$ cat config.mk
export PLATFORM = sky130hd
export DESIGN_NAME = html_word_block_tokenizer
export DESIGN_NICKNAME = d
export VERILOG_FILES = /design/src/rtl/hwbt_pkg.sv /design/src/rtl/hwbt_classify.sv /design/src/rtl/hwbt_fifo.sv /design/src/rtl/hwbt_scan.sv /design/src/rtl/html_word_block_tokenizer.sv
export SDC_FILE = /design/constraint.sdc
export NUM_CORES = 1
export LEC_CHECK = 0
export ABC_AREA = 1
export BUFFER_PORTS_ARGS = -buffer_cell sky130_fd_sc_hd__buf_2
export CAP_MARGIN = 20
export CELL_PAD_IN_SITES_DETAIL_PLACEMENT = 0
export CELL_PAD_IN_SITES_GLOBAL_PLACEMENT = 2
export CORE_MARGIN = 4
export CORE_UTILIZATION = 39
export CTS_CLUSTER_SIZE = 24
export DETAILED_ROUTE_END_ITERATION = 6
export PLACE_DENSITY_LB_ADDON = 0.1
export SLEW_MARGIN = 20
export SYNTH_ARGS = -nofsm -noshare
export SYNTH_HDL_FRONTEND = slang
export SYNTH_SLANG_ARGS = --single-unit
export TNS_END_PERCENT = 20
$ cat constraint.sdc
create_clock -name clock -period 7.4 [get_ports clock]
set_input_delay 1.48 -clock clock [delete_from_list [all_inputs] [get_ports clock]]
set_output_delay 1.48 -clock clock [all_outputs]
set_load 0.005 [all_outputs]
$ cat src/rtl/hwbt_pkg.sv
// ----------------------------------------------------------------------------
// hwbt_pkg - shared types and constants for the HTML word/block tokenizer
// Byte classes, event records, scan codes and tokenizer defaults.
// ----------------------------------------------------------------------------
`default_nettype none

package hwbt_pkg;

   localparam int OFFSET_BITS_DEF = 24;
   localparam int NAME_BYTES_DEF  = 4;
   localparam int QUEUE_DEPTH_DEF = 2;
   localparam int SPAN_BITS       = 24;

   // all five characters of the preamble marker matched
   localparam logic [2:0] PRE_DONE = 3'd5;

   localparam logic [7:0] CH_LT    = 8'h3C;
   localparam logic [7:0] CH_GT    = 8'h3E;
   localparam logic [7:0] CH_SLASH = 8'h2F;
   localparam logic [7:0] CH_SPACE = 8'h20;
   localparam logic [7:0] CH_TAB   = 8'h09;
   localparam logic [7:0] CH_LF    = 8'h0A;
   localparam logic [7:0] CH_CR    = 8'h0D;
   localparam logic [7:0] CH_QUOTE = 8'h22;
   localparam logic [7:0] CH_S     = 8'h73;
   localparam logic [7:0] CH_R     = 8'h72;
   localparam logic [7:0] CH_C     = 8'h63;

   typedef enum logic [1:0] {
      KIND_WORD  = 2'd0,
      KIND_BREAK = 2'd1,
      KIND_IMAGE = 2'd2,
      KIND_ERROR = 2'd3
   } event_kind_type;

   typedef enum logic [1:0] {
      MODE_GAP  = 2'd0,
      MODE_WORD = 2'd1,
      MODE_TAG  = 2'd2
   } scan_mode_type;

   // progress of the src attribute search inside a tag
   typedef enum logic [2:0] {
      SRC_IDLE  = 3'd0,
      SRC_S     = 3'd1,
      SRC_R     = 3'd2,
      SRC_C     = 3'd3,
      SRC_SEP   = 3'd4,
      SRC_VALUE = 3'd5,
      SRC_FOUND = 3'd6
   } src_phase_type;

   typedef struct packed {
      logic first;
      logic close;
      logic slash;
      logic name_end;
      logic too_long;
   } tag_flags_type;

   typedef struct packed {
      logic [7:0] data;
      logic       last;
      logic       is_ws;
      logic       is_space;
      logic       is_lt;
      logic       is_gt;
      logic       is_slash;
      logic       is_quote;
      logic       is_s;
      logic       is_r;
      logic       is_c;
   } byte_class_type;

   typedef struct packed {
      event_kind_type         kind;
      logic [SPAN_BITS-1:0]   span_start;
      logic [SPAN_BITS-1:0]   span_end;
      logic                   bold_on;
      logic                   italic_on;
   } event_type;

   // characters of "<html" by position
   function automatic logic [7:0] preamble_char(input logic [2:0] idx);
      logic [7:0] ch;
      case (idx)
         3'd0:    ch = CH_LT;
         3'd1:    ch = 8'h68;
         3'd2:    ch = 8'h74;
         3'd3:    ch = 8'h6D;
         3'd4:    ch = 8'h6C;
         default: ch = 8'h00;
      endcase
      return ch;
   endfunction

endpackage

`default_nettype wire

$ cat src/rtl/hwbt_classify.sv
// ----------------------------------------------------------------------------
// hwbt_classify - input byte classifier
// Decodes the character classes the scanner needs from one document byte.
// ----------------------------------------------------------------------------
`default_nettype none

module hwbt_classify (
   input  wire logic [7:0]              data_byte,
   input  wire logic                    last_byte,
   output hwbt_pkg::byte_class_type     cls
);

   assign cls.data     = data_byte;
   assign cls.last     = last_byte;
   assign cls.is_ws    = (data_byte == hwbt_pkg::CH_SPACE) || (data_byte == hwbt_pkg::CH_TAB) ||
                         (data_byte == hwbt_pkg::CH_LF)    || (data_byte == hwbt_pkg::CH_CR);
   assign cls.is_space = (data_byte == hwbt_pkg::CH_SPACE);
   assign cls.is_lt    = (data_byte == hwbt_pkg::CH_LT);
   assign cls.is_gt    = (data_byte == hwbt_pkg::CH_GT);
   assign cls.is_slash = (data_byte == hwbt_pkg::CH_SLASH);
   assign cls.is_quote = (data_byte == hwbt_pkg::CH_QUOTE);
   assign cls.is_s     = (data_byte == hwbt_pkg::CH_S);
   assign cls.is_r     = (data_byte == hwbt_pkg::CH_R);
   assign cls.is_c     = (data_byte == hwbt_pkg::CH_C);

endmodule

`default_nettype wire

$ cat src/rtl/hwbt_fifo.sv
// ----------------------------------------------------------------------------
// hwbt_fifo - small synchronous FIFO
// Power-of-two depth, first-word fall-through read.
// ----------------------------------------------------------------------------
`default_nettype none

module hwbt_fifo #(
   parameter int WIDTH = 8,
   parameter int DEPTH = hwbt_pkg::QUEUE_DEPTH_DEF
) (
   input  wire logic              clock,
   input  wire logic              reset,
   input  wire logic              push,
   input  wire logic [WIDTH-1:0]  wr_data,
   output logic                   full,
   input  wire logic              pop,
   output logic [WIDTH-1:0]       rd_data,
   output logic                   empty
);

   localparam int PTR_BITS = (DEPTH > 1) ? $clog2(DEPTH) : 1;
   localparam int CNT_BITS = $clog2(DEPTH + 1);

   logic [WIDTH-1:0]    mem_ff [DEPTH];
   logic [PTR_BITS-1:0] wr_ptr_ff, wr_ptr_in;
   logic [PTR_BITS-1:0] rd_ptr_ff, rd_ptr_in;
   logic [CNT_BITS-1:0] count_ff, count_in;
   logic                do_push, do_pop;

   assign full    = (count_ff == CNT_BITS'(DEPTH));
   assign empty   = (count_ff == '0);
   assign do_push = push && !full;
   assign do_pop  = pop && !empty;
   assign rd_data = mem_ff[rd_ptr_ff];

   always_comb begin
      wr_ptr_in = do_push ? wr_ptr_ff + PTR_BITS'(1) : wr_ptr_ff;
      rd_ptr_in = do_pop ? rd_ptr_ff + PTR_BITS'(1) : rd_ptr_ff;
      count_in  = count_ff;
      if (do_push && !do_pop) begin
         count_in = count_ff + CNT_BITS'(1);
      end else if (do_pop && !do_push) begin
         count_in = count_ff - CNT_BITS'(1);
      end
   end

   always_ff @(posedge clock) begin
      if (reset) begin
         wr_ptr_ff <= '0;
         rd_ptr_ff <= '0;
         count_ff  <= '0;
      end else begin
         wr_ptr_ff <= wr_ptr_in;
         rd_ptr_ff <= rd_ptr_in;
         count_ff  <= count_in;
      end
   end

   always_ff @(posedge clock) begin
      if (do_push) begin
         mem_ff[wr_ptr_ff] <= wr_data;
      end
   end

endmodule

`default_nettype wire

$ cat src/rtl/hwbt_scan.sv
// ----------------------------------------------------------------------------
// hwbt_scan - tokenizer back end
// Per-byte scan state: preamble search, words, tags, src value, events.
// ----------------------------------------------------------------------------
`default_nettype none

module hwbt_scan #(
   parameter int OFFSET_BITS = hwbt_pkg::OFFSET_BITS_DEF,
   parameter int NAME_BYTES  = hwbt_pkg::NAME_BYTES_DEF
) (
   input  wire logic                      clock,
   input  wire logic                      reset,
   input  wire logic                      skip_preamble,
   input  wire logic                      item_valid,
   input  wire hwbt_pkg::byte_class_type  item,
   output logic                           item_pop,
   input  wire logic                      out_full,
   output logic                           ev_push,
   output hwbt_pkg::event_type            ev
);

   localparam int LEN_BITS = $clog2(NAME_BYTES + 1);
   localparam int IDX_BITS = $clog2(NAME_BYTES);
   localparam int PRE_NAME = 4;   // "html" after the '<'

   logic [OFFSET_BITS-1:0]   offset_ff, offset_in, off_next;
   logic [2:0]               pre_match_ff, pre_match_in;
   hwbt_pkg::scan_mode_type  mode_ff, mode_in;
   logic [OFFSET_BITS-1:0]   word_begin_ff, word_begin_in;
   logic                     bold_ff, bold_in;
   logic                     italic_ff, italic_in;
   logic                     has_words_ff, has_words_in;
   logic [7:0]               name_ff [NAME_BYTES];
   logic [7:0]               name_in [NAME_BYTES];
   logic [LEN_BITS-1:0]      name_len_ff, name_len_in;
   hwbt_pkg::tag_flags_type  flags_ff, flags_in;
   hwbt_pkg::src_phase_type  src_phase_ff, src_phase_in;
   logic [OFFSET_BITS-1:0]   src_lo_ff, src_lo_in;
   logic [OFFSET_BITS-1:0]   src_hi_ff, src_hi_in;

   logic                     take;
   logic                     ev_valid;
   hwbt_pkg::event_kind_type ev_kind;
   logic [OFFSET_BITS-1:0]   ev_start_off, ev_end_off;
   logic                     ev_bold, ev_italic;

   // exact tag-name matches on the collected name
   logic name_ok, len1, len2, len3;
   logic is_head, is_blk, is_b, is_i, is_img, direct;

   assign name_ok = !flags_ff.too_long;
   assign len1    = name_ok && (name_len_ff == LEN_BITS'(1));
   assign len2    = name_ok && (name_len_ff == LEN_BITS'(2));
   assign len3    = name_ok && (name_len_ff == LEN_BITS'(3));
   assign is_head = len2 && (name_ff[0] == "h") && (name_ff[1] inside {["1":"4"]});
   assign is_blk  = (len1 && (name_ff[0] == "p")) ||
                    (len3 && (name_ff[0] == "d") && (name_ff[1] == "i") && (name_ff[2] == "v")) ||
                    (len2 && (name_ff[0] == "l") && (name_ff[1] == "i"));
   assign is_b    = len1 && (name_ff[0] == "b");
   assign is_i    = len1 && (name_ff[0] == "i");
   assign is_img  = len3 && (name_ff[0] == "i") && (name_ff[1] == "m") && (name_ff[2] == "g");
   assign direct  = !flags_ff.name_end;

   assign take     = item_valid && !out_full;
   assign item_pop = take;
   assign ev_push  = take && ev_valid;
   assign off_next = offset_ff + OFFSET_BITS'(1);

   always_comb begin
      offset_in     = offset_ff;
      pre_match_in  = pre_match_ff;
      mode_in       = mode_ff;
      word_begin_in = word_begin_ff;
      bold_in       = bold_ff;
      italic_in     = italic_ff;
      has_words_in  = has_words_ff;
      name_in       = name_ff;
      name_len_in   = name_len_ff;
      flags_in      = flags_ff;
      src_phase_in  = src_phase_ff;
      src_lo_in     = src_lo_ff;
      src_hi_in     = src_hi_ff;
      ev_valid      = 1'b0;
      ev_kind       = hwbt_pkg::KIND_WORD;
      ev_start_off  = '0;
      ev_end_off    = '0;
      ev_bold       = 1'b0;
      ev_italic     = 1'b0;

      if (take) begin
         if (skip_preamble && (pre_match_ff != hwbt_pkg::PRE_DONE)) begin
            if (item.data == hwbt_pkg::preamble_char(pre_match_ff)) begin
               pre_match_in = pre_match_ff + 3'd1;
            end else begin
               pre_match_in = item.is_lt ? 3'd1 : 3'd0;
            end
            if (pre_match_in == hwbt_pkg::PRE_DONE) begin
               // marker complete: behaves as an open tag holding "html"
               mode_in = hwbt_pkg::MODE_TAG;
               for (int k = 0; k < NAME_BYTES; k++) begin
                  if (k < PRE_NAME) begin
                     name_in[k] = hwbt_pkg::preamble_char(3'(k + 1));
                  end
               end
               name_len_in       = LEN_BITS'((NAME_BYTES < PRE_NAME) ? NAME_BYTES : PRE_NAME);
               flags_in          = '0;
               flags_in.too_long = (NAME_BYTES < PRE_NAME);
               src_phase_in      = hwbt_pkg::SRC_IDLE;
               if (item.last) begin
                  ev_valid     = 1'b1;
                  ev_kind      = hwbt_pkg::KIND_ERROR;
                  ev_start_off = offset_ff;
                  ev_end_off   = offset_ff;
               end
            end
         end else begin
            pre_match_in = hwbt_pkg::PRE_DONE;
            if (mode_ff == hwbt_pkg::MODE_TAG) begin
               if (item.is_gt) begin
                  mode_in = hwbt_pkg::MODE_GAP;
                  if (flags_ff.close) begin
                     if (is_head || is_blk) begin
                        if (is_head) begin
                           bold_in = 1'b0;
                        end
                        if (has_words_ff) begin
                           has_words_in = 1'b0;
                           ev_valid     = 1'b1;
                           ev_kind      = hwbt_pkg::KIND_BREAK;
                        end
                     end else begin
                        if (direct && is_b) begin
                           bold_in = 1'b0;
                        end
                        if (direct && is_i) begin
                           italic_in = 1'b0;
                        end
                     end
                  end else if (flags_ff.slash) begin
                     if (is_img && (src_phase_ff == hwbt_pkg::SRC_FOUND)) begin
                        has_words_in = 1'b0;
                        ev_valid     = 1'b1;
                        ev_kind      = hwbt_pkg::KIND_IMAGE;
                        ev_start_off = src_lo_ff;
                        ev_end_off   = src_hi_ff;
                     end
                  end else if (is_head || is_blk) begin
                     if (is_head) begin
                        bold_in = 1'b1;
                     end
                     if (has_words_ff) begin
                        has_words_in = 1'b0;
                        ev_valid     = 1'b1;
                        ev_kind      = hwbt_pkg::KIND_BREAK;
                     end
                  end else if (direct && is_b) begin
                     bold_in = 1'b1;
                  end else if (direct && is_i) begin
                     italic_in = 1'b1;
                  end
               end else begin
                  // tag body byte: name collection and src search
                  flags_in.first = 1'b0;
                  if (flags_ff.first && item.is_slash) begin
                     flags_in.close = 1'b1;
                  end else begin
                     if (item.is_slash) begin
                        flags_in.slash = 1'b1;
                     end
                     if (!flags_ff.name_end) begin
                        if (item.is_space) begin
                           flags_in.name_end = 1'b1;
                        end else if (name_len_ff < LEN_BITS'(NAME_BYTES)) begin
                           name_in[name_len_ff[IDX_BITS-1:0]] = item.data;
                           name_len_in = name_len_ff + LEN_BITS'(1);
                        end else begin
                           flags_in.too_long = 1'b1;
                        end
                     end
                  end
                  case (src_phase_ff)
                     hwbt_pkg::SRC_IDLE: begin
                        src_phase_in = item.is_s ? hwbt_pkg::SRC_S : hwbt_pkg::SRC_IDLE;
                     end
                     hwbt_pkg::SRC_S: begin
                        src_phase_in = item.is_r ? hwbt_pkg::SRC_R :
                                       item.is_s ? hwbt_pkg::SRC_S : hwbt_pkg::SRC_IDLE;
                     end
                     hwbt_pkg::SRC_R: begin
                        src_phase_in = item.is_c ? hwbt_pkg::SRC_C :
                                       item.is_s ? hwbt_pkg::SRC_S : hwbt_pkg::SRC_IDLE;
                     end
                     hwbt_pkg::SRC_C: begin
                        if (!item.is_ws) begin
                           src_phase_in = hwbt_pkg::SRC_SEP;
                        end
                     end
                     hwbt_pkg::SRC_SEP: begin
                        if (!item.is_ws) begin
                           src_lo_in    = off_next;
                           src_phase_in = hwbt_pkg::SRC_VALUE;
                        end
                     end
                     hwbt_pkg::SRC_VALUE: begin
                        if (item.is_quote) begin
                           src_hi_in    = offset_ff;
                           src_phase_in = hwbt_pkg::SRC_FOUND;
                        end
                     end
                     default: begin
                        src_phase_in = src_phase_ff;
                     end
                  endcase
                  if (item.last) begin
                     ev_valid     = 1'b1;
                     ev_kind      = hwbt_pkg::KIND_ERROR;
                     ev_start_off = offset_ff;
                     ev_end_off   = offset_ff;
                  end
               end
            end else if (item.is_lt) begin
               if (item.last) begin
                  ev_valid     = 1'b1;
                  ev_kind      = hwbt_pkg::KIND_ERROR;
                  ev_start_off = offset_ff;
                  ev_end_off   = offset_ff;
               end else begin
                  if (mode_ff == hwbt_pkg::MODE_WORD) begin
                     has_words_in = 1'b1;
                     ev_valid     = 1'b1;
                     ev_kind      = hwbt_pkg::KIND_WORD;
                     ev_start_off = word_begin_ff;
                     ev_end_off   = offset_ff;
                     ev_bold      = bold_ff;
                     ev_italic    = italic_ff;
                  end
                  mode_in        = hwbt_pkg::MODE_TAG;
                  name_len_in    = '0;
                  flags_in       = '0;
                  flags_in.first = 1'b1;
                  src_phase_in   = hwbt_pkg::SRC_IDLE;
               end
            end else if (item.is_ws) begin
               if (mode_ff == hwbt_pkg::MODE_WORD) begin
                  has_words_in = 1'b1;
                  ev_valid     = 1'b1;
                  ev_kind      = hwbt_pkg::KIND_WORD;
                  ev_start_off = word_begin_ff;
                  ev_end_off   = offset_ff;
                  ev_bold      = bold_ff;
                  ev_italic    = italic_ff;
               end
               mode_in = hwbt_pkg::MODE_GAP;
            end else begin
               if (mode_ff != hwbt_pkg::MODE_WORD) begin
                  word_begin_in = offset_ff;
                  mode_in       = hwbt_pkg::MODE_WORD;
               end
               if (item.last) begin
                  has_words_in = 1'b1;
                  ev_valid     = 1'b1;
                  ev_kind      = hwbt_pkg::KIND_WORD;
                  ev_start_off = word_begin_in;
                  ev_end_off   = off_next;
                  ev_bold      = bold_ff;
                  ev_italic    = italic_ff;
               end
            end
         end

         // end of document: back to the initial scan state
         if (item.last) begin
            offset_in    = '0;
            pre_match_in = '0;
            mode_in      = hwbt_pkg::MODE_GAP;
            bold_in      = 1'b0;
            italic_in    = 1'b0;
            has_words_in = 1'b0;
            name_len_in  = '0;
            flags_in     = '0;
            src_phase_in = hwbt_pkg::SRC_IDLE;
         end else begin
            offset_in = off_next;
         end
      end
   end

   always_ff @(posedge clock) begin
      if (reset) begin
         mode_ff <= hwbt_pkg::MODE_GAP;
      end else begin
         mode_ff <= mode_in;
      end
   end

   always_ff @(posedge clock) begin
      if (reset) begin
         offset_ff    <= '0;
         pre_match_ff <= '0;
         bold_ff      <= 1'b0;
         italic_ff    <= 1'b0;
         has_words_ff <= 1'b0;
         name_len_ff  <= '0;
         flags_ff     <= '0;
         src_phase_ff <= hwbt_pkg::SRC_IDLE;
      end else begin
         offset_ff    <= offset_in;
         pre_match_ff <= pre_match_in;
         bold_ff      <= bold_in;
         italic_ff    <= italic_in;
         has_words_ff <= has_words_in;
         name_len_ff  <= name_len_in;
         flags_ff     <= flags_in;
         src_phase_ff <= src_phase_in;
      end
   end

   always_ff @(posedge clock) begin
      word_begin_ff <= word_begin_in;
      src_lo_ff     <= src_lo_in;
      src_hi_ff     <= src_hi_in;
      name_ff       <= name_in;
   end

   assign ev.kind      = ev_kind;
   assign ev.bold_on   = ev_bold;
   assign ev.italic_on = ev_italic;

   if (OFFSET_BITS >= hwbt_pkg::SPAN_BITS) begin : g_span_cut
      assign ev.span_start = ev_start_off[hwbt_pkg::SPAN_BITS-1:0];
      assign ev.span_end   = ev_end_off[hwbt_pkg::SPAN_BITS-1:0];
   end else begin : g_span_ext
      assign ev.span_start = {{(hwbt_pkg::SPAN_BITS - OFFSET_BITS){1'b0}}, ev_start_off};
      assign ev.span_end   = {{(hwbt_pkg::SPAN_BITS - OFFSET_BITS){1'b0}}, ev_end_off};
   end

endmodule

`default_nettype wire

$ cat src/rtl/html_word_block_tokenizer.sv
// ----------------------------------------------------------------------------
// html_word_block_tokenizer - HTML word and block tokenizer, one byte per cycle
// Path: a byte is registered in the byte queue and its event in the result queue.
// Throughput: 1 byte per cycle while bytes wait and the result queue has room.
// Reset: synchronous; clears both queues and scan state, skip_preamble to 1.
// ----------------------------------------------------------------------------
`default_nettype none

module html_word_block_tokenizer #(
   parameter int OFFSET_BITS = hwbt_pkg::OFFSET_BITS_DEF,
   parameter int NAME_BYTES  = hwbt_pkg::NAME_BYTES_DEF,
   parameter int QUEUE_DEPTH = hwbt_pkg::QUEUE_DEPTH_DEF
) (
   input  wire logic        clock,
   input  wire logic        reset,

   // byte input, queue style
   input  wire logic        push,
   output logic             full,
   input  wire logic [7:0]  req_data_byte,
   input  wire logic        req_last_byte,

   // event output, queue style
   output logic             empty,
   input  wire logic        pop,
   output logic [1:0]       rsp_event_kind,
   output logic [23:0]      rsp_span_start,
   output logic [23:0]      rsp_span_end,
   output logic             rsp_bold_on,
   output logic             rsp_italic_on,

   // configuration write channel
   input  wire logic        csr_valid,
   output logic             csr_ready,
   input  wire logic        csr_skip_preamble
);

   // Front end: each byte transaction is classified and parked in a short
   // queue. Back end: the scanner drains that queue one byte per cycle while
   // the result queue has room, and writes at most one event per byte.
   // The two queues decouple the byte source and the event sink, so either
   // side can stall without stopping the other until a queue fills.

   hwbt_pkg::byte_class_type front_cls;
   hwbt_pkg::byte_class_type back_item;
   logic                     back_valid;
   logic                     back_pop;
   logic                     q_empty;
   hwbt_pkg::event_type      back_ev;
   logic                     back_push;
   logic                     out_full;
   hwbt_pkg::event_type      rsp_ev;

   logic                     skip_preamble_ff;

   // Single register, always ready; user must write only while idle, unchecked.
   assign csr_ready = 1'b1;

   always_ff @(posedge clock) begin
      if (reset) begin
         skip_preamble_ff <= 1'b1;
      end else if (csr_valid && csr_ready) begin
         skip_preamble_ff <= csr_skip_preamble;
      end
   end

   hwbt_classify u_classify (
      .data_byte (req_data_byte),
      .last_byte (req_last_byte),
      .cls       (front_cls)
   );

   // front-to-back byte queue
   hwbt_fifo #(
      .WIDTH ($bits(hwbt_pkg::byte_class_type)),
      .DEPTH (QUEUE_DEPTH)
   ) u_byte_q (
      .clock   (clock),
      .reset   (reset),
      .push    (push),
      .wr_data (front_cls),
      .full    (full),
      .pop     (back_pop),
      .rd_data (back_item),
      .empty   (q_empty)
   );

   assign back_valid = !q_empty;

   hwbt_scan #(
      .OFFSET_BITS (OFFSET_BITS),
      .NAME_BYTES  (NAME_BYTES)
   ) u_scan (
      .clock         (clock),
      .reset         (reset),
      .skip_preamble (skip_preamble_ff),
      .item_valid    (back_valid),
      .item          (back_item),
      .item_pop      (back_pop),
      .out_full      (out_full),
      .ev_push       (back_push),
      .ev            (back_ev)
   );

   // result queue; its head drives the rsp ports
   hwbt_fifo #(
      .WIDTH ($bits(hwbt_pkg::event_type)),
      .DEPTH (QUEUE_DEPTH)
   ) u_event_q (
      .clock   (clock),
      .reset   (reset),
      .push    (back_push),
      .wr_data (back_ev),
      .full    (out_full),
      .pop     (pop),
      .rd_data (rsp_ev),
      .empty   (empty)
   );

   assign rsp_event_kind = rsp_ev.kind;
   assign rsp_span_start = rsp_ev.span_start;
   assign rsp_span_end   = rsp_ev.span_end;
   assign rsp_bold_on    = rsp_ev.bold_on;
   assign rsp_italic_on  = rsp_ev.italic_on;

   // Scanner only consumes a byte when the result queue can take its event.
   a_no_push_when_full: assert property (@(posedge clock) disable iff (reset)
      back_push |-> !out_full)
      else $error("event written into a full result queue");

   // Block breaks carry no span and no style flags.
   a_break_clean: assert property (@(posedge clock) disable iff (reset)
      (!empty && (rsp_event_kind == hwbt_pkg::KIND_BREAK)) |->
      (rsp_span_start == '0) && (rsp_span_end == '0) && !rsp_bold_on && !rsp_italic_on)
      else $error("block break transaction with nonzero fields");

   // Tag errors point at the last byte: start equals end.
   a_error_span: assert property (@(posedge clock) disable iff (reset)
      (!empty && (rsp_event_kind == hwbt_pkg::KIND_ERROR)) |->
      (rsp_span_start == rsp_span_end) && !rsp_bold_on && !rsp_italic_on)
      else $error("tag error transaction with uneven span");

   // Reset empties the result queue.
   a_reset_empty: assert property (@(posedge clock)
      reset |=> empty)
      else $error("result queue not empty after reset");

endmodule

`default_nettype wire

==> run_summary.xml <==
<?xml version="1.0" encoding="UTF-8"?>
<metrics>
  <group name="finish">
    <metric name="drive_gt1_share" unit="%">13.3</metric>
    <metric name="num_antenna_cells" unit="">0</metric>
    <metric name="layout-area-overhead-vs-synth" unit="%">13.5</metric>
    <metric name="design.final.nets" unit="">1815</metric>
  </group>
  <group name="critical_path">
    <metric name="critical_path.n_buffers_inverters" unit="">5</metric>
    <metric name="slack_of_the_worst_reg_to_reg_path" unit="ns">3.06</metric>
    <metric name="slowest_stage" unit="">sky130_fd_sc_hd__nor3_2</metric>
    <metric name="cp_top_family" unit="">buffers and inverters</metric>
    <metric name="max_stage_delay" unit="ns">0.66</metric>
    <metric name="required" unit="ns">7.58</metric>
    <metric name="r2r-end" unit="">u_event_q.mem_ff[0][11]</metric>
    <metric name="r2r.worst_path.cells" unit="">12</metric>
    <metric name="setup.worst_path.class" unit="">reg2reg</metric>
    <metric name="critical-path-top-cell-by-count" unit="">sky130_fd_sc_hd__buf_4</metric>
    <metric name="cp-start-kind" unit="">flop</metric>
    <metric name="timing.critical_path.depth" unit="">12</metric>
    <metric name="crit_path_end_kind" unit="">flop</metric>
    <metric name="timing.critical_path.arrival" unit="ns">4.52</metric>
    <metric name="crit_chain" unit="">buf_4 -&gt; inv_4 -&gt; or2_1 -&gt; o21ai_4 -&gt; buf_4 -&gt; inv_2 -&gt; nand2_2 -&gt; nand2_1 -&gt; nand3_1 -&gt; nand2_1 -&gt; nor3_2 -&gt; buf_4</metric>
    <metric name="worstPathMaxFanout" unit="">73</metric>
  </group>
  <group name="placement">
    <metric name="port_buffers" unit="">68</metric>
    <metric name="routabilityCongestion" unit="">0.820</metric>
    <metric name="place.detailed.hpwl" unit="mm">34.1</metric>
  </group>
  <group name="sta">
    <metric name="max_frequency" unit="MHz">230</metric>
    <metric name="grt_setup_unrepaired" unit="">false</metric>
    <metric name="worst_pin_slew" unit="ns">0.977</metric>
    <metric name="report.final.slew_viol_count" unit="">0</metric>
    <metric name="worst_slew_margin_rel" unit="%">34.7</metric>
    <metric name="setup_viol_count_final" unit="">0</metric>
    <metric name="finalCritPeriodShare" unit="%">58.7</metric>
    <metric name="clock_skew" unit="ns">0.0213</metric>
    <metric name="fin_setup_tns" unit="ns">0</metric>
    <metric name="finalCriticalPeriod" unit="ns">4.34</metric>
    <metric name="report.final.hold_viol_count" unit="">0</metric>
  </group>
  <group name="grt">
    <metric name="pin_count_of_the_biggest_net_entering_global_routing" unit="">74</metric>
    <metric name="first_global_vias" unit="">11500</metric>
    <metric name="grt_util_all_layers" unit="%">23.4</metric>
    <metric name="grt_pass1_wl" unit="mm">74.6</metric>
    <metric name="number_of_antenna_violations_at_the_first_check_in_global_routing" unit="">0</metric>
    <metric name="grt_overflow_total" unit="">0</metric>
  </group>
  <group name="power_and_ir_drop">
    <metric name="power.static_leakage" unit="nW">6.43</metric>
    <metric name="design_power_total" unit="mW">5.94</metric>
    <metric name="pwr_density_cell" unit="nW/um^2">341</metric>
    <metric name="max-vdd-ir-drop" unit="mV">0.224</metric>
  </group>
  <group name="synth">
    <metric name="yosysMostFrequentCell" unit="">sky130_fd_sc_hd__nand2_1</metric>
    <metric name="ys_dominant_reg_cell" unit="">sky130_fd_sc_hd__edfxtp_1</metric>
    <metric name="syn_area_per_cell" unit="um^2">8.85</metric>
    <metric name="top_cell_types_by_occurrence_after_synthesis" unit="">sky130_fd_sc_hd__nand2_1, sky130_fd_sc_hd__edfxtp_1, sky130_fd_sc_hd__o21ai_0</metric>
    <metric name="synth_area_leader_cell" unit="">sky130_fd_sc_hd__edfxtp_1</metric>
    <metric name="netlist.area_leader.share" unit="%">46.2</metric>
    <metric name="syn-num-nets" unit="">1762</metric>
    <metric name="number_of_enable_type_register_cells_in_the_synthesized_netlist" unit="">236</metric>
    <metric name="syn-instance-count" unit="">1734</metric>
    <metric name="async_flop_share" unit="%">0</metric>
    <metric name="ys_ff_latch" unit="">290</metric>
    <metric name="seq_area_frac_synth" unit="%">53.2</metric>
    <metric name="synthDistinctLibCells" unit="">53</metric>
    <metric name="synth_top_cells_by_area" unit="">sky130_fd_sc_hd__edfxtp_1, sky130_fd_sc_hd__nand2_1, sky130_fd_sc_hd__dfxtp_1</metric>
    <metric name="ys.warnings.count" unit="">0</metric>
    <metric name="cell_area_after_technology_mapping" unit="um^2">15300</metric>
  </group>
  <group name="clocking">
    <metric name="tritoncts.num_buffers" unit="">35</metric>
    <metric name="clk_pin_slew_worst_paths" unit="ns">0.05</metric>
    <metric name="clock_sink_count" unit="">290</metric>
    <metric name="cts_root_buffer" unit="">sky130_fd_sc_hd__clkbuf_16</metric>
    <metric name="cts_tree" unit="">built</metric>
    <metric name="worst_skew_pair.late_latency" unit="ns">0.55</metric>
    <metric name="post_cts_setup_buffer_count" unit="">0</metric>
    <metric name="cts_buffer_depth" unit="">3</metric>
    <metric name="post_cts_hold_buffer_count" unit="">0</metric>
    <metric name="cts_htree_levels" unit="">2</metric>
    <metric name="cts-resized-gates" unit="">0</metric>
  </group>
  <group name="hold_path">
    <metric name="hold_path_end" unit="">u_byte_q.rd_ptr_ff</metric>
    <metric name="worst_hold_path_type" unit="">reg2reg</metric>
    <metric name="hold-path-cell-count" unit="">1</metric>
    <metric name="hold_path.startpoint" unit="">u_byte_q.rd_ptr_ff</metric>
  </group>
  <group name="job">
    <metric name="maxCapViolCount" unit="">0</metric>
  </group>
  <group name="run_status">
    <metric name="run_status" unit="">finished clean</metric>
  </group>
  <group name="detailed_routing">
    <metric name="route.detailed.wl_per_inst" unit="um">21.4</metric>
    <metric name="post-route-drc-count" unit="">0</metric>
    <metric name="average_vias_per_placed_instance" unit="">5.42</metric>
    <metric name="routed_wl" unit="mm">49.9</metric>
    <metric name="detail_route.iter0.violations" unit="">1190</metric>
    <metric name="drt_pass1_iterations" unit="">5</metric>
    <metric name="num_vias" unit="">12600</metric>
    <metric name="postRouteAntennaNets" unit="">0</metric>
  </group>
  <group name="floorplan">
    <metric name="rows" unit="">72</metric>
    <metric name="die_width" unit="um">206</metric>
    <metric name="floorplan.die_area" unit="um^2">42600</metric>
    <metric name="ioPinCount" unit="">70</metric>
    <metric name="initial_core_util" unit="%">39.6</metric>
    <metric name="core_region_area" unit="um^2">38700</metric>
    <metric name="die_y" unit="um">206</metric>
  </group>
</metrics>
[worst max-delay path by stage]
stage                           start                 endpoint  slack (ns)
2_1_floorplan  u_scan.pre_match_ff[0]   u_event_q.mem_ff[0][0]        1.69
3_3_place_gp                     flop  u_event_q.mem_ff[0][11]        3.13
3_5_place_dp                     flop  u_event_q.mem_ff[0][15]        3.03
4_1_cts                          flop   u_event_q.mem_ff[0][2]        3.01
5_1_grt                          flop  u_event_q.mem_ff[0][11]        2.63
6_report                         flop  u_event_q.mem_ff[0][11]        3.06
[power breakdown]
group | switching [mW] | internal (mW)
clock network | 0.702 | 1.08
logic | 1.56 | 0.608
registers | 0.0820 | 1.91
[cells in the final DEF, fill, tap and decap left out, types with 5 or more instances in the layout]
master / Yosys / routed
sky130_fd_sc_hd__clkbuf_16: 0 / 36
sky130_fd_sc_hd__nor4_1: 9 / 8
sky130_fd_sc_hd__inv_1: 175 / 174
sky130_fd_sc_hd__dfxtp_1: 54 / 53
sky130_fd_sc_hd__inv_2: 12 / 13
sky130_fd_sc_hd__nor2_2: 7 / 6
sky130_fd_sc_hd__nand3_1: 57 / 57
sky130_fd_sc_hd__nor2_1: 158 / 156
sky130_fd_sc_hd__mux2_2: 52 / 52
sky130_fd_sc_hd__o2111ai_1: 10 / 10
sky130_fd_sc_hd__nand2_1: 374 / 374
sky130_fd_sc_hd__xor2_1: 15 / 15
sky130_fd_sc_hd__clkinv_1: 4 / 13
sky130_fd_sc_hd__bufinv_16: 0 / 5
sky130_fd_sc_hd__nor3_1: 41 / 40
sky130_fd_sc_hd__o21ai_1: 13 / 13
sky130_fd_sc_hd__o211ai_1: 38 / 38
sky130_fd_sc_hd__nand4_1: 22 / 22
sky130_fd_sc_hd__buf_4: 3 / 24
sky130_fd_sc_hd__o21ai_0: 215 / 215
sky130_fd_sc_hd__ha_1: 13 / 13
sky130_fd_sc_hd__a21oi_1: 91 / 91
sky130_fd_sc_hd__nor2_4: 2 / 5
sky130_fd_sc_hd__buf_2: 15 / 68
sky130_fd_sc_hd__edfxtp_1: 236 / 236
sky130_fd_sc_hd__o21bai_1: 9 / 9
[logic make-up (layout without fill, tap and decap cells)]
kind of cell    Yosys count  count (layout)  share of synthesized area, %
simple gates            692             692                          19.1
compound gates          397             397                          14.5
flops                   290             290                          53.2
buf+inv                 269             348                          7.10
mux                      56              56                          4.08
xor+xnor                 16              16                         0.913
fa+ha+maj                13              13                          1.06
other cells               1               1                        0.0244
[flip-flops by register name, summed over array words and instances, names as in the netlist, named ones only]
name,flops
u_event_q.wr_ptr_ff,1
u_scan.mode_ff,2
u_byte_q.count_ff,2
u_event_q.mem_ff,104
u_byte_q.wr_ptr_ff,1
u_byte_q.mem_ff,36
u_scan.src_phase_ff,3
u_scan.flags_ff,5
u_scan.has_words_ff,1
u_scan.pre_match_ff,3
u_scan.bold_ff,1
u_scan.name_ff,24
u_scan.src_lo_ff,24
u_byte_q.rd_ptr_ff,1
u_event_q.rd_ptr_ff,1
u_scan.word_begin_ff,24
skip_preamble_ff,1
u_scan.offset_ff,24
u_scan.italic_ff,1
u_scan.src_hi_ff,24
u_scan.name_len_ff,3
u_event_q.count_ff,2
[through the flow]
step                util, %  instance area, um^2  setup WS (ns)  hold WS, ns  std cells
floorplan                 -                15300           1.69        0.426       1734
detailed placement     41.9                16200           3.03        0.445       2268
finish                 44.9                17400           3.06        0.450       2331
CTS                    44.9                17400           3.01        0.450       2331
global placement       41.9                16200           3.13        0.438       2268
global route           44.9                17400           2.63        0.474       2331
[layer usage]
layer | vias to the layer above | GRT usage (%) | wire [um]
met4 | 0 | 4.92 | 924
met3 | 64 | 4.99 | 4280
met1 | 5972 | 37.7 | 24700
met2 | 502 | 32.1 | 20000
met5 | - | 0 | 0
li1 | 6088 | - | -
[final cells by class]
class                   count  area [um^2]
repair buffers             92          520
clock inverters            21          240
well taps                 518          648
clock buffers              42          943
inverters                 193          729
fillers                  3827        21300
flip-flops and latches    290         8170
multi-input cells        1175         6160
Note: power is estimated with default switching activity, not from simulation.
